<file path="config.mk">
export PLATFORM = sky130hd
export DESIGN_NAME = ssed_queue
export DESIGN_NICKNAME = d
export VERILOG_FILES = /design/src/design/ssed_pkg.sv /design/src/design/ssed_queue.sv
export SDC_FILE = /design/constraint.sdc
export NUM_CORES = 1
export LEC_CHECK = 0
export BUFFER_PORTS_ARGS = -buffer_cell sky130_fd_sc_hd__clkbuf_2
export CORE_AREA = 2 2 117 119
export CTS_CLUSTER_DIAMETER = 120
export CTS_CLUSTER_SIZE = 40
export DETAILED_ROUTE_END_ITERATION = 6
export DIE_AREA = 0 0 119 121
export HOLD_SLACK_MARGIN = 0.06
export MAX_ROUTING_LAYER = met4
export PLACE_DENSITY = 0.75
export SYNTH_ARGS = -nofsm -noshare
export SYNTH_HDL_FRONTEND = slang
export SYNTH_SLANG_ARGS = --single-unit
</file>
<file path="constraint.sdc">
create_clock -name clk -period 2.76 [get_ports clk]
set_input_delay 0.138 -clock clk [delete_from_list [all_inputs] [get_ports clk]]
set_output_delay 0.138 -clock clk [all_outputs]
set_load 0.05 [all_outputs]
</file>
<file path="src/design/ssed_pkg.sv">
package ssed_pkg;

  localparam int CMD_W       = 2;
  localparam int IN_INDEX_W  = 20;
  localparam int VALUE_W     = 24;
  localparam int SUM_W       = 60;
  localparam int DIFF_W      = VALUE_W + 1;
  localparam int SQ_W        = 2 * DIFF_W;
  localparam int QUEUE_DEPTH = 4;

  localparam int DEF_MAX_ENTRIES = 256;
  localparam int DEF_INDEX_BITS  = 20;

  localparam logic [CMD_W-1:0] CMD_APPEND_A = 2'd0;
  localparam logic [CMD_W-1:0] CMD_APPEND_B = 2'd1;
  localparam logic [CMD_W-1:0] CMD_COMPUTE  = 2'd2;
  localparam logic [CMD_W-1:0] CMD_NONE     = 2'd3;

  typedef struct packed {
    logic full;
    logic empty;
  } qstat_t;

endpackage

</file>
<file path="src/design/ssed_queue.sv">
module ssed_queue #(
  parameter int W = 46
) (
  input  logic            clk,
  input  logic            rst_n,
  input  logic            push,
  input  logic [W-1:0]    wdata,
  input  logic            pop,
  output logic [W-1:0]    rdata,
  output ssed_pkg::qstat_t stat
);
  import ssed_pkg::*;

  localparam int PW = $clog2(QUEUE_DEPTH);
  localparam int NW = $clog2(QUEUE_DEPTH + 1);

  logic [W-1:0]  slots_r [QUEUE_DEPTH];
  logic [PW-1:0] wr_ptr_r, wr_ptr_nxt;
  logic [PW-1:0] rd_ptr_r, rd_ptr_nxt;
  logic [NW-1:0] fill_r, fill_nxt;

  assign stat.full  = (fill_r == NW'(QUEUE_DEPTH));
  assign stat.empty = (fill_r == '0);
  assign rdata      = slots_r[rd_ptr_r];

  always_comb begin
    wr_ptr_nxt = push ? wr_ptr_r + 1'b1 : wr_ptr_r;
    rd_ptr_nxt = pop ? rd_ptr_r + 1'b1 : rd_ptr_r;
    fill_nxt   = fill_r;
    if (push && !pop) begin
      fill_nxt = fill_r + 1'b1;
    end else if (pop && !push) begin
      fill_nxt = fill_r - 1'b1;
    end
  end

  always_ff @(posedge clk) begin
    if (!rst_n) begin
      wr_ptr_r <= '0;
      rd_ptr_r <= '0;
      fill_r   <= '0;
    end else begin
      wr_ptr_r <= wr_ptr_nxt;
      rd_ptr_r <= rd_ptr_nxt;
      fill_r   <= fill_nxt;
    end
  end

  always_ff @(posedge clk) begin
    if (push) begin
      slots_r[wr_ptr_r] <= wdata;
    end
  end

endmodule

</file>
Word-level counts from Yosys, hierarchy flattened
Memory sizes are Yosys's and may differ from the RTL's. A register that Yosys moved wholly into a read port is not among the register bits.
Index checks and enable logic that the tools add are counted.
{"block": "word_totals", "register_bits": 7, "ramBits": 184, "n_memories": 1}
{"block": "classes", "add_sub_neg": 4, "eq_ne": 1, "mux": 6, "n_reduce_logical": 6}
{"memory": "slots_r", "words": 4, "word_bits": 46, "rd": 1, "rd_ports_with_merged_regs": 1, "write_ports": 1, "line_no": "ssed_queue.sv:17", "rtl": "logic [W-1:0] slots_r [QUEUE_DEPTH];"}
{"cell": "two-way mux 3 bit", "n": 2}
{"cell": "adder 2 x 1 -> 2 bit (second input constant)", "n": 2}
{"cell": "two-way mux 2 bit", "n": 2}
{"cell": "adder 3 x 1 -> 3 bit (second input constant)", "n": 1}
{"cell": "equality test 3 bit (second input constant)", "n": 1}
{"cell": "zero test 3 bit", "n": 1}
{"cell": "subtractor 3 x 1 -> 3 bit (second input constant)", "n": 1}
{"cell": "logical AND 1 bit", "n": 2}
{"cell": "zero test 1 bit", "n": 2}
{"cell": "two-way mux 1 bit", "n": 2}
{"cell": "nonzero test 2 bit", "n": 1}

Depth between registers and ports, before layout
Gate-level depths: netlist of run 1.
{"block": "depth", "depth_word": 4, "ltp_mapped": 7, "mapped_depth_nobuf": 7}

Worst setup path after synthesis of run 1
OpenSTA, ideal clock, no wires.
{"block": "synth_timing", "path_kind": "reg2reg", "from": "register wr_ptr_r[0]", "to": "memory slots_r[2][0], enable pin", "setup_ns": 0.408, "arrival_time_ns": 1.643, "required_time_ns": 2.352, "slack_ns": 0.709, "path_stages_with_launch": 4, "synth_period_minus_slack_ns": 2.051, "path_cell_list": "dfxtp_1 > inv_1 > ha_1 > and2_1"}
{"element": "start, declared", "line_no": "ssed_queue.sv:18", "rtl": "logic [PW-1:0] wr_ptr_r, wr_ptr_nxt;"}
{"element": "start signal, assigned", "line_no": "ssed_queue.sv:43", "rtl": "wr_ptr_r <= wr_ptr_nxt;"}
{"element": "end, declared", "line_no": "ssed_queue.sv:17"}
Straight into the memory's write port.

==> run summary, run 1 <==
die span in y -> 121 um
initial antenna violation count -> 0
die area -> 0.0144 mm2
Area Overhead vs Synth -> 25.1%
met2 routed WL -> 6210 um
Final #Nets -> 502
critical path data required time -> 2620 ps
Rows -> 42
DR vias -> 3,397
distinct cell type count after synthesis -> 22
register area -> 0.00571 mm2
Place WS -> 818 ps
DR top layer -> met4
RSZ-0062 raised after global routing -> false
vias in the first global route -> 3,499
min cycle time layout -> 2310 ps
CP delay by family, top -> flip-flops
Max IR drop VDD -> 478 uV
worst path cell trace -> buf_4 -> mux4_1 -> clkbuf_2
worst r2r dst -> slots_r[2][17]
Clock Tree Buf Depth -> 2
crit share post-route -> 0.835
RD Place Congestion -> 0.680
slowest stage cell on the critical path -> dfxtp_4
R2R setup slack -> 990 ps
max cap viols -> 0
net switching power -> 1.74 mW
footprint of the multi-input gates -> 0.00131 mm2
drt drc -> 0
post-cts sizing count -> 0
clock share of power -> 0.350
crit path capture type -> primary output
Post-DRT Antenna Nets -> 0
share of post-route cells with drive strength above 1 -> 0.401
clock sink total -> 193
Cell Area, Placed -> 0.00787 mm2
Mapped Cells -> 283
design area -> 0.00894 mm2
pwr/cell area -> 762 mW/mm2
Post-CTS Hold Buffers -> 47
Synth area leaders -> edfxtp_1 (77%), mux4_2 (13%), dfxtp_1 (2.5%)
Wirelength per Cell -> 19.1 um
ANT cells -> 0
Crit path largest cell delay -> 670 ps
cell taking the most area after synthesis -> edfxtp_1
Cell Area, Synth -> 0.00715 mm2
gr ovfl total -> 0
TritonRoute pass-1 iters -> 4
Worst slew margin -> 0.594
outcome -> completed
type of origin of the critical path -> flop
sw frac -> 0.255
global-route wire length before repair -> 19,000 um
TNS Setup -> 0 ps
Yosys warning count -> 0
hold depth -> 3
met3 wire len -> 424 um
# port buffers -> 97
number of I/O pins -> 98
Hold Violations, Final -> 0
Vias/cell -> 5.35
Slew Viols, Final -> 0
DR iter-0 viols -> 285
Final WS setup -> 454 ps
Critical Path AT -> 2170 ps
Seq cells post-synth -> 193
most common cell after layout, fill and taps aside -> edfxtp_1
min-delay src -> pop
core footprint -> 0.0131 mm2
Int Pwr -> 5.07 mW
Flop pwr share -> 0.504
TritonCTS clock tree -> yes
Slew @ Worst Pin -> 610 ps
setup violators final -> 0
H-tree depth -> 4
Num CTS Buffers -> 17
min-delay worst type -> in2reg
hold_ws -> 96.0 ps
worst r2r src -> wr_ptr_r[0]
clk_lat worst skew -> 420 ps
fmax -> 0.434 GHz
number of fillers in the final layout -> 854
total track usage -> 0.186
crit path buf inv count -> 2
wl on met1 -> 5330 um
Pleak -> 3.12 nW
most frequent cells in the layout -> edfxtp_1 (184), clkbuf_2 (97), dlygate4sd3_1 (47)
dpl hpwl -> 7250 um
Post-Route Skew -> 5.34 ps
syn nets -> 339
CP Max Fanout -> 26
total wire length -> 12,200 um
clock tree root buffer cell -> clkbuf_16
Post-CTS Setup Bufs -> 0
Worst Reg-to-Reg Cells -> 4
Combinational Power Share -> 0.146
critical path type -> reg2out
top cell type's share of synthesized area -> 0.773
Mean Syn Cell Area -> 25.2 um2
die span in x -> 119 um
Seq/Total Area, Yosys -> 0.798
initial core utilization -> 0.546
largest net degree at the start of global routing -> 35
Clock transition at path regs -> 60 ps
==> per-layer routing <==
metal  global-route usage  vias to the layer above
met2                0.304                       89
li1                     -                     1525
met1                0.233                     1764
met3               0.0399                       19
met5                    -                        -
met4               0.0737                        0
==> how the worst max path moves through the flow <==
stage / startpoint / endpoint / slack [ps] / cells after the start
floorplan: wr_ptr_r[0] / slots_r[2][0] / 710 / 3
global placement: flop / rdata[45] / 810 / 3
detailed placement: flop / rdata[45] / 820 / 3
CTS: flop / rdata[45] / 360 / 3
global route: flop / rdata[45] / 300 / 3
finish: flop / rdata[45] / 450 / 3
==> Yosys cell counts <==
master	instances
edfxtp_1	184
fa_1	1
mux4_2	40
mux4_1	6
inv_1	4
nand2_1	1
nor3b_1	1
and2_1	9
mux2i_1	2
o21ai_0	1
buf_12	4
ha_1	5
or3_1	1
buf_6	1
nor3_1	1
buf_2	4
clkbuf_2	1
nor2b_1	2
xor2_1	3
xnor2_1	2
a21boi_0	1
dfxtp_1	9
==> cell type report <==
| class | count | area share |
|---|---|---|
| Multi-Input combinational cell | 76 | 0.147 |
| Timing Repair Buffer | 154 | 0.121 |
| Inverter | 4 | 0.00168 |
| Clock inverter | 10 | 0.00756 |
| Tap cell | 176 | 0.0246 |
| Clock buffer | 22 | 0.0592 |
| Sequential cell | 193 | 0.639 |
==> through the flow <==
step,cells,total power [mW],util
after floorplan,283,4.20,-
after global placement,556,4.42,0.601
after detailed placement,556,4.45,0.601
after CTS,635,6.87,0.683
after global routing,635,7.03,0.683
final,635,6.81,0.683
==> registers in the layout, summed over array words and instances, names as in the netlist, named ones only <==
name,count
slots_r,184
rd_ptr_r,2
wr_ptr_r,2
fill_r,3
==> power groups by stage <==
stage / Combinational (mW) / Sequential, mW / Clock (mW)
final: 0.995 / 3.43 / 2.38
after floorplan: 0.749 / 3.45 / 0
after global placement: 0.938 / 3.49 / 0
after global routing: 1.05 / 3.44 / 2.54
after CTS: 1.01 / 3.43 / 2.43
after detailed placement: 0.953 / 3.50 / 0
==> worst register-to-register path, stage by stage (launching register included) <==
cell,delay [ps]
dfxtp_1,340
inv_1,90
ha_1,140
and2_2,530
buf_4,360
==> cell families after synthesis <==
group | after synthesis | synth area share
AOI/OAI and AO/OA | 2 | 0.00175
xor gates and xnor gates | 5 | 0.00613
adders and majority gates | 6 | 0.0116
buffers and inverters | 14 | 0.0184
DFF | 193 | 0.798
muxes | 48 | 0.151
and+or+nand+nor | 15 | 0.0128
(Power assumes the default switching activity.)
==> inputs of run 2 (changes only) <==
==> constraint.sdc (replaced) <==
create_clock -name clk -period 2.2 [get_ports clk]
set_input_delay 0.11 -clock clk [delete_from_list [all_inputs] [get_ports clk]]
set_output_delay 0.11 -clock clk [all_outputs]
set_load 0.05 [all_outputs]
==> run 2 against run 1 <==
  * Worst hold slack lost 21 ps
  * Clock-buffer cell count shrank 4
  * Sequential power grew 25%
  * Clock power grew 30%
  * Non-clock buffer count grew 3
  * Global-route usage grew 0.83 points
  * Combinational power grew 31%
  * Critical path depth is the same
  * Critical path type unchanged
  * Largest cell class unchanged
  * Highest routed layer unchanged
==> run summary, run 2 (synthesis results as in run 1) <==
outcome -> completed
Post-Route Skew -> 5.33 ps
min-delay worst type -> in2reg
Vias/cell -> 5.37
initial core utilization -> 0.546
Num CTS Buffers -> 17
Wirelength per Cell -> 19.9 um
drt drc -> 0
number of I/O pins -> 98
core footprint -> 0.0131 mm2
DR iter-0 viols -> 236
Final WS setup -> 178 ps
TNS Setup -> 0 ps
critical path data required time -> 2090 ps
share of post-route cells with drive strength above 1 -> 0.395
largest net degree at the start of global routing -> 33
sw frac -> 0.246
Worst slew margin -> 0.670
largest registers -> slots_r (184), fill_r (3)
Slew Viols, Final -> 0
number of fillers in the final layout -> 805
total wire length -> 12,700 um
H-tree depth -> 4
die span in y -> 121 um
Max IR drop VDD -> 539 uV
pwr/cell area -> 965 mW/mm2
Flop pwr share -> 0.494
fmax -> 0.494 GHz
# port buffers -> 97
TritonCTS clock tree -> yes
Crit path largest cell delay -> 610 ps
crit share post-route -> 0.919
max cap viols -> 0
Post-CTS Setup Bufs -> 0
Rows -> 42
vias in the first global route -> 3,631
most common cell after layout, fill and taps aside -> edfxtp_1
slowest stage cell on the critical path -> mux4_1
crit path capture type -> primary output
DR vias -> 3,418
clock sink total -> 193
setup violators final -> 0
die area -> 0.0144 mm2
CP delay by family, top -> multiplexers
most frequent cells in the layout -> edfxtp_1 (184), clkbuf_2 (97), dlygate4sd3_1 (47)
RSZ-0062 raised after global routing -> false
TritonRoute pass-1 iters -> 4
Final #Nets -> 505
Place WS -> 536 ps
Critical Path AT -> 1910 ps
Pleak -> 3.14 nW
worst path cell trace -> buf_12 -> mux4_1 -> clkbuf_2
dpl hpwl -> 7620 um
post-cts sizing count -> 0
global-route wire length before repair -> 19,700 um
crit path buf inv count -> 2
initial antenna violation count -> 0
min cycle time layout -> 2020 ps
clock tree root buffer cell -> clkbuf_16
Combinational Power Share -> 0.150
net switching power -> 2.13 mW
Area Overhead vs Synth -> 25.6%
Clock Tree Buf Depth -> 2
gr ovfl total -> 0
Slew @ Worst Pin -> 494 ps
type of origin of the critical path -> flop
clock share of power -> 0.357
max FFs per register -> 184
Clock transition at path regs -> 60 ps
RD Place Congestion -> 0.705
Post-DRT Antenna Nets -> 0
total track usage -> 0.195
die span in x -> 119 um
critical path type -> reg2out
Reg with most FFs -> slots_r
clk_lat worst skew -> 430 ps
Hold Violations, Final -> 0
ANT cells -> 0
CP Max Fanout -> 25
Int Pwr -> 6.53 mW
Post-CTS Hold Buffers -> 47
## run 2: path summary, 6_finish.rpt
check / to / from / slack, ps / cells after the start
setup reg to reg: slots_r[2][14] / wr_ptr_r[0] / 670 / 4
setup / recovery: rdata[42] / flop / 180 / 3
hold reg to reg: fill_r[2] / fill_r[2] / 540 / 2
hold / removal: flop / pop / 80 / 3
## run 2: worst register-to-register path, cell delays in order, from the launching register on
cell and delay, ps:
dfxtp_1 350, inv_1 90, ha_1 140, and2_2 150
buf_4 420
## run 2: power by group through the flow
stage / clock network (mW) / registers, mW / logic (mW)
after detailed placement: 0 / 4.36 / 1.24
after global routing: 3.27 / 4.29 / 1.37
after floorplan: 0 / 4.33 / 0.939
final: 3.09 / 4.28 / 1.30
after global placement: 0 / 4.34 / 1.23
after CTS: 3.14 / 4.28 / 1.31
## run 2: layout make-up
cell class	count	area, um2	share of cell area
flip-flops and latches	193	5710	0.636
clock inverters	13	169	0.0188
repair buffers	157	1120	0.124
clock buffers	18	429	0.0478
inverters	4	15.0	0.00167
well taps	176	220	0.0245
multi-input cells	76	1310	0.146
## run 2: per-layer routing
layer,up-vias,GRT usage,part of all wire
li1,1525,-,-
met1,1761,0.245,0.41
met5,-,-,0
met4,0,0.0759,0.014
met2,116,0.316,0.52
met3,16,0.0409,0.053
## run 2: per-stage QoR
stage	hold WS [ps]	util	instance area, um2	power [mW]	cells
CTS	63.1	0.686	8970	8.74	637
global route	81.1	0.686	8970	8.93	637
finish	75.4	0.686	8970	8.66	637
detailed placement	332	0.604	7910	5.60	559
floorplan	209	-	7150	5.27	283
global placement	322	0.604	7910	5.57	559
